`src/frs_pkg.sv`:
```
`default_nettype none
package frs_pkg;

    localparam int NUM_BANKS_DEF     = 16;
    localparam int READ_ENTRIES_DEF  = 64;
    localparam int WRITE_ENTRIES_DEF = 64;
    localparam int ROW_BITS_DEF      = 16;
    localparam int TAG_BITS_DEF      = 16;

    localparam int BANK_W     = 4;
    localparam int CFG_IDX_W  = 3;
    localparam int CFG_DATA_W = 7;
    localparam int PEND_W     = 7;

    typedef enum logic [1:0] {
        STATUS_OK     = 2'd0,
        STATUS_REJECT = 2'd1,
        STATUS_EMPTY  = 2'd2
    } status_t;

    typedef enum logic {
        CMD_ENQUEUE  = 1'b0,
        CMD_SCHEDULE = 1'b1
    } cmd_t;

    typedef enum logic [CFG_IDX_W-1:0] {
        CFG_WRITE_SEPARATE = 3'd0,
        CFG_HIGH_WATERMARK = 3'd1,
        CFG_LOW_WATERMARK  = 3'd2,
        CFG_READ_LIMIT     = 3'd3,
        CFG_WRITE_LIMIT    = 3'd4
    } cfg_index_t;

    typedef enum logic [1:0] {
        ST_IDLE,
        ST_DECODE,
        ST_SCAN,
        ST_RESP
    } state_t;

    typedef enum logic [1:0] {
        PASS_PICK_ROW,
        PASS_FIND_OLDEST,
        PASS_REORDER
    } pass_t;

endpackage
`default_nettype wire

```
`src/frs_pool.sv`:
```
`default_nettype none
module frs_pool #(
    parameter int ENTRIES = frs_pkg::READ_ENTRIES_DEF,
    parameter int DATA_W  = 8
) (
    input  wire logic                       clk,
    input  wire logic                       rst_n,
    input  wire logic [$clog2(ENTRIES)-1:0] rd_addr,
    output logic      [DATA_W-1:0]          rd_data,
    output logic                            rd_valid,
    input  wire logic                       wr_en,
    input  wire logic [$clog2(ENTRIES)-1:0] wr_addr,
    input  wire logic [DATA_W-1:0]          wr_data,
    input  wire logic                       set_en,
    input  wire logic                       clr_en,
    input  wire logic [$clog2(ENTRIES)-1:0] valid_addr,
    output logic                            free_found,
    output logic      [$clog2(ENTRIES)-1:0] free_idx
);
    localparam int IW = $clog2(ENTRIES);

    logic [DATA_W-1:0]  mem [ENTRIES];
    logic [ENTRIES-1:0] valid_reg;
    logic [DATA_W-1:0]  rd_data_reg;
    logic               rd_valid_reg;

    always_ff @(posedge clk)
    begin
        if (wr_en)
        begin
            mem[wr_addr] <= wr_data;
        end
        rd_data_reg <= mem[rd_addr];
    end

    always_ff @(posedge clk or negedge rst_n)
    begin
        if (!rst_n)
        begin
            valid_reg    <= '0;
            rd_valid_reg <= 1'b0;
        end
        else
        begin
            rd_valid_reg <= valid_reg[rd_addr];
            if (set_en)
            begin
                valid_reg[valid_addr] <= 1'b1;
            end
            else if (clr_en)
            begin
                valid_reg[valid_addr] <= 1'b0;
            end
        end
    end

    // lowest free slot
    always_comb
    begin
        free_found = 1'b0;
        free_idx   = '0;
        for (int i = ENTRIES - 1; i >= 0; i--)
        begin
            if (!valid_reg[i])
            begin
                free_found = 1'b1;
                free_idx   = IW'(i);
            end
        end
    end

    assign rd_data  = rd_data_reg;
    assign rd_valid = rd_valid_reg;
endmodule
`default_nettype wire

```
`config.mk`:
```
export PLATFORM = sky130hd
export DESIGN_NAME = frs_pool
export DESIGN_NICKNAME = d
export VERILOG_FILES = /design/src/frs_pkg.sv /design/src/frs_pool.sv
export SDC_FILE = /design/constraint.sdc
export NUM_CORES = 1
export LEC_CHECK = 0
export ABC_AREA = 1
export BUFFER_PORTS_ARGS = -buffer_cell sky130_fd_sc_hd__buf_2
export CORE_ASPECT_RATIO = 2
export CORE_MARGIN = 2
export CORE_UTILIZATION = 51
export DETAILED_ROUTE_END_ITERATION = 12
export PLACE_DENSITY = 0.66
export SLEW_MARGIN = 20
export SYNTH_ARGS = -nofsm -noshare
export SYNTH_HDL_FRONTEND = slang
export SYNTH_SLANG_ARGS = --single-unit
```
`constraint.sdc`:
```
create_clock -name clk -period 11 [get_ports clk]
set_input_delay 1.1 -clock clk [delete_from_list [all_inputs] [get_ports clk]]
set_output_delay 1.1 -clock clk [all_outputs]
set_load 0.02 [all_outputs]
```
* Yosys cells after proc, flatten, opt, wreduce, memory -nomap -nowiden
Memory sizes are Yosys's and may differ from the RTL's. A register that Yosys moved wholly into a read port is not among the register bits. Index checks and enable logic that the tools add are counted.
Word-level totals: bits in registers 65, latch bits 0, RAM bits 512, memory bits (read-only) 0, bits of input ports 31, output and inout port bits 16, word-level logic and storage cells 147, memories kept 1
Memory list:
- mem | depth 64, bits a word 8, read ports 1, clocked after Yosys merged registers in 1, wr ports 1, line frs_pool.sv:22 | logic [DATA_W-1:0] mem [ENTRIES];
Cells by class: add/subtract/negate cells 0, multiply operators 0, divide/modulo/power cells 0, order comparisons 3, eq/ne operators 0, shift-type cells 0, muxes and demuxes 136, bitwise operators 3, reduce and logical (&&, ||, !) cells 2
Operators by type and width (number):
- $mux 6 | 64
- $mux 64 | 2
- $mux 1 | 68
- $and 64x64->64 | 1
- $not 64->64 | 1
- $or 64x64->64 | 1
- $lt 6x7->1 const B | 2
- $bmux 1 s6 | 1
- $demux 1 s6 | 1
- $ge 6x1->1 const B | 1
- $reduce_bool 2->1 | 1
- $logic_and 1x1->1 | 1

* Logic depth before layout (Yosys ltp)
depth after elaboration 64, gate-level depth with buffers 63

* Worst setup path after synthesis
Ideal clock, no wire load.
path type register to output, start reg with a tool-made name, end out free_idx[0], arrival 3.361 ns, slack 6.539 ns, stages on the path, launching flop included 64, path buffers 0, cells stage by stage dfrtp_1 inv_2 nand2_1 nand2_1 nand2_1 nand2_1 nand2_1 nand2_1 nand2_1 nand2_1 nand2_1 nand2_1 nand2_1 nand2_1 nand2_1 nand2_1 nand2_1 nand2_1 [28 not listed] nand2_1 nand2_1 nand2_1 nand2_1 nand2_1 nand2_1 nand2_1 nand2_1 nand2_1 nand2_1 nand2_1 nand2_1 nand2_1 nand2_1 nand2_1 nand2_1 nand2_1 a21oi_2
RTL lines:
- end: declaration | line frs_pool.sv:18 | output logic [$clog2(ENTRIES)-1:0] free_idx

==> run_summary.xml <==
<?xml version="1.0" encoding="UTF-8"?>
<metrics>
  <group name="run_status">
    <metric name="result_of_the_run" unit="">finished, final reports clean</metric>
  </group>
  <group name="sta">
    <metric name="slew_viol_final" unit="">0</metric>
    <metric name="finalHoldViolations" unit="">0</metric>
    <metric name="worst_pin_slew" unit="ns">0.9932</metric>
    <metric name="layout_worst_path_cycle_share" unit="">0.5035</metric>
    <metric name="clock.fmax" unit="MHz">180.5</metric>
    <metric name="skew" unit="ns">0.01926</metric>
    <metric name="final.min_clock_period" unit="ns">5.539</metric>
    <metric name="finalWorstSetupSlack" unit="ns">5.461</metric>
    <metric name="setup_tns" unit="ns">0</metric>
    <metric name="setup_repair_after_global_routing_missed_its_margin" unit="">false</metric>
    <metric name="max-slew-margin-rel" unit="">0.3354</metric>
    <metric name="final-setup-viol-count" unit="">0</metric>
  </group>
  <group name="cts">
    <metric name="ctsLongestPathBuffers" unit="">3</metric>
    <metric name="cts_sinks" unit="">585</metric>
    <metric name="clock-root-buffer" unit="">sky130_fd_sc_hd__clkbuf_16</metric>
    <metric name="post_cts.repair.setup_buffers" unit="">0</metric>
    <metric name="cts-buffers-inserted" unit="">50</metric>
    <metric name="tritoncts" unit="">yes</metric>
    <metric name="cts_max_level" unit="">2</metric>
    <metric name="cts.hold.buffers_added" unit="">0</metric>
    <metric name="clkSlewWorstSetupHoldPaths" unit="ns">0.06</metric>
    <metric name="clock_latency_of_the_later_clocked_register_in_the_worst_skew_pair" unit="ns">0.59</metric>
    <metric name="number_of_instances_resized_during_post_cts_repair" unit="">0</metric>
  </group>
  <group name="setup_path">
    <metric name="required" unit="ns">9.90</metric>
    <metric name="crit_slowest_cell" unit="">sky130_fd_sc_hd__dfrtp_1</metric>
    <metric name="critPathTopFamily" unit="">simple AND/OR/NAND/NOR gates</metric>
    <metric name="worstPathBufferInverterCount" unit="">2</metric>
    <metric name="timing_worst_setup_path_type" unit="">register to output port</metric>
    <metric name="crit_path_start_kind" unit="">register</metric>
    <metric name="crit_path_max_fanout" unit="">4</metric>
    <metric name="critPathMostFrequentCell" unit="">sky130_fd_sc_hd__nand2_1</metric>
    <metric name="cp_data_arrival_time" unit="ns">4.44</metric>
    <metric name="critPathMaxStageDelay" unit="ns">0.42</metric>
    <metric name="kind_of_capture_point_of_the_worst_setup_path" unit="">output port</metric>
  </group>
  <group name="synth">
    <metric name="ys_warn_count" unit="">0</metric>
    <metric name="syn_nets" unit="">2126</metric>
    <metric name="yosysTopAreaCellShare" unit="">0.6343</metric>
    <metric name="netlist-cell-type-count" unit="">27</metric>
    <metric name="synth_enable_flop_cells" unit="">512</metric>
    <metric name="synth_ff_type" unit="">sky130_fd_sc_hd__edfxtp_1</metric>
    <metric name="synthCells" unit="">2095</metric>
    <metric name="synth_seq_area_share" unit="">0.7080</metric>
    <metric name="ys_top_cells_by_area" unit="">sky130_fd_sc_hd__edfxtp_1, sky130_fd_sc_hd__o21ai_0, sky130_fd_sc_hd__nor2_1, sky130_fd_sc_hd__dfrtp_1, sky130_fd_sc_hd__o22ai_1</metric>
    <metric name="synth-async-reset-ratio" unit="">0.1111</metric>
    <metric name="synth_area_leader_cell" unit="">sky130_fd_sc_hd__edfxtp_1</metric>
    <metric name="ys_ff_latch" unit="">585</metric>
    <metric name="synth.avg_cell_area" unit="sq um">11.57</metric>
    <metric name="synthesis.area" unit="sq um">24240</metric>
  </group>
  <group name="global_route">
    <metric name="grt_pass1_wl" unit="mm">95.07</metric>
    <metric name="global_route.overflow_total" unit="">0</metric>
    <metric name="grt_max_degree" unit="">100</metric>
    <metric name="globalRouteTotalUtil" unit="">0.2541</metric>
    <metric name="grt_pass1_vias" unit="">15710</metric>
    <metric name="number_of_antenna_violations_at_the_first_check_in_global_routing" unit="">3</metric>
  </group>
  <group name="placement">
    <metric name="io_buffer_count" unit="">46</metric>
    <metric name="dp_worst_setup_slack" unit="ns">6.109</metric>
    <metric name="dp.final_hpwl" unit="mm">35.32</metric>
    <metric name="gpl.final_weighted_congestion" unit="">0.8370</metric>
  </group>
  <group name="routing">
    <metric name="wl_per_cell" unit="um">22.64</metric>
    <metric name="routed-via-count" unit="">16800</metric>
    <metric name="final_antenna_net_count" unit="">0</metric>
    <metric name="viasPerCell" unit="">6.079</metric>
    <metric name="drt_pass1_iterations" unit="">5</metric>
    <metric name="post-route-drc-count" unit="">0</metric>
    <metric name="wl" unit="mm">62.56</metric>
    <metric name="detail_route.iter0.violations" unit="">2049</metric>
  </group>
  <group name="worst_hold_path">
    <metric name="worstHoldPathType" unit="">register to register</metric>
  </group>
  <group name="cells_and_area">
    <metric name="nets" unit="">2119</metric>
    <metric name="fraction_of_final_layout_cells_sized_beyond_drive_strength_1" unit="">0.08741</metric>
    <metric name="n_fill_cell" unit="">3980</metric>
    <metric name="layout.cells.most_common_list" unit="">sky130_fd_sc_hd__edfxtp_1, sky130_fd_sc_hd__nor2_1, sky130_fd_sc_hd__o21ai_0, sky130_fd_sc_hd__o22ai_1, sky130_fd_sc_hd__nand2_1</metric>
    <metric name="layout-area-overhead-vs-synth" unit="%">10.66</metric>
    <metric name="layout_commonest_cell" unit="">sky130_fd_sc_hd__edfxtp_1</metric>
  </group>
  <group name="floorplan">
    <metric name="dieHeight" unit="um">312.3</metric>
    <metric name="die_area" unit="sq um">49390</metric>
    <metric name="coreArea" unit="sq um">47220</metric>
    <metric name="placementRows" unit="">113</metric>
    <metric name="pin_count" unit="">47</metric>
    <metric name="effective_utilization_at_floorplan" unit="">0.5133</metric>
    <metric name="die_w" unit="um">158.2</metric>
  </group>
  <group name="pwr">
    <metric name="irDropWorstVdd" unit="mV">0.1429</metric>
    <metric name="report.power.total" unit="mW">4.809</metric>
    <metric name="total_leakage_power" unit="nW">8.805</metric>
    <metric name="power.density_cell_area" unit="nW/um^2">179.3</metric>
  </group>
  <group name="flow_run">
    <metric name="drv_cap" unit="">0</metric>
  </group>
</metrics>
## layout make-up
cell class,count,area [sq um],area share
Antenna cell,3,7.507,0.0002799
Clock buffer,59,1325,0.04940
Clock inverter,33,376.6,0.01404
Multi-Input combinational cell,1328,6449,0.2404
Inverter,33,137.6,0.005131
Tap cell,632,790.8,0.02948
Timing Repair Buffer,90,574.3,0.02141
Sequential cell,585,17160,0.6398
## cell usage after synthesis, types with 3 or more instances
cell type	count
sky130_fd_sc_hd__inv_2	3
sky130_fd_sc_hd__nand4_1	14
sky130_fd_sc_hd__o22ai_1	147
sky130_fd_sc_hd__dfrtp_1	65
sky130_fd_sc_hd__nor3_1	17
sky130_fd_sc_hd__a21oi_1	62
sky130_fd_sc_hd__o32ai_1	8
sky130_fd_sc_hd__o211ai_1	9
sky130_fd_sc_hd__edfxtp_1	512
sky130_fd_sc_hd__nand3_1	20
sky130_fd_sc_hd__o221ai_1	21
sky130_fd_sc_hd__a31oi_1	61
sky130_fd_sc_hd__clkbuf_1	146
sky130_fd_sc_hd__dfxtp_1	8
sky130_fd_sc_hd__o21ai_0	371
sky130_fd_sc_hd__buf_1	3
sky130_fd_sc_hd__nand2_1	125
sky130_fd_sc_hd__a21boi_0	3
sky130_fd_sc_hd__nor4_1	18
sky130_fd_sc_hd__inv_1	30
sky130_fd_sc_hd__nor2_1	446
## worst reg2reg max path, cell delays in order, from the launching register on
cell and delay [ns]:
sky130_fd_sc_hd__edfxtp_1 0.32, sky130_fd_sc_hd__o21ai_0 0.07, sky130_fd_sc_hd__o22ai_1 0.19, sky130_fd_sc_hd__nor2_1 0.12, sky130_fd_sc_hd__o32ai_1 0.60, sky130_fd_sc_hd__o221ai_1 0.44
sky130_fd_sc_hd__nand2_1 0.15
## final timing paths
path                             from          end  slack (ns)  cells after the start
setup / recovery             register  free_idx[0]        5.46                     64
hold / removal               register     register        0.56                      2
setup reg to reg           mem[18][0]   rd_data[0]        9.05                      6
hold reg to reg              register     register        0.56                      2
max in group asynchronous       rst_n    async pin        9.71                      2
min in group asynchronous       rst_n    async pin        0.69                      2
## stage by stage
step	cells	cell area, sq um	hold slack [ns]	util
floorplan	2095	24240	0.4890	-
global placement	2668	25100	0.5223	0.5316
detailed placement	2668	25100	0.5399	0.5316
CTS	2760	26810	0.5565	0.5676
global route	2760	26810	0.5784	0.5678
finish	2763	26820	0.5563	0.5680
## where the power goes
group	internal, mW	switching (mW)	leakage (nW)
combinational	0.129	0.290	2.50
sequential	2.49	0.0719	5.47
clock	1.02	0.817	0.826
total	3.63	1.18	8.81
## per-layer routing
layer / track usage / wire length [um] / part of all wire / vias to the layer above
met2: 0.3998 / 29810 / 0.48 / 715
li1: - / - / - / 7752
met4: 0.07821 / 1916 / 0.031 / 6
met3: 0.03064 / 4693 / 0.075 / 123
met1: 0.3740 / 26100 / 0.42 / 8200
met5: 0 / 36 / 0.00058 / -
## cells by family (layout without fill, tap and decap cells)
logic type,count (synthesis),count (layout),synth area share
AOI/OAI and AO/OA,688,688,0.1595
and+or+nand+nor,640,640,0.1043
DFF,585,585,0.7080
buffers and inverters,182,215,0.02819
other,0,3,0
Note: power is estimated with default switching activity, not from simulation.
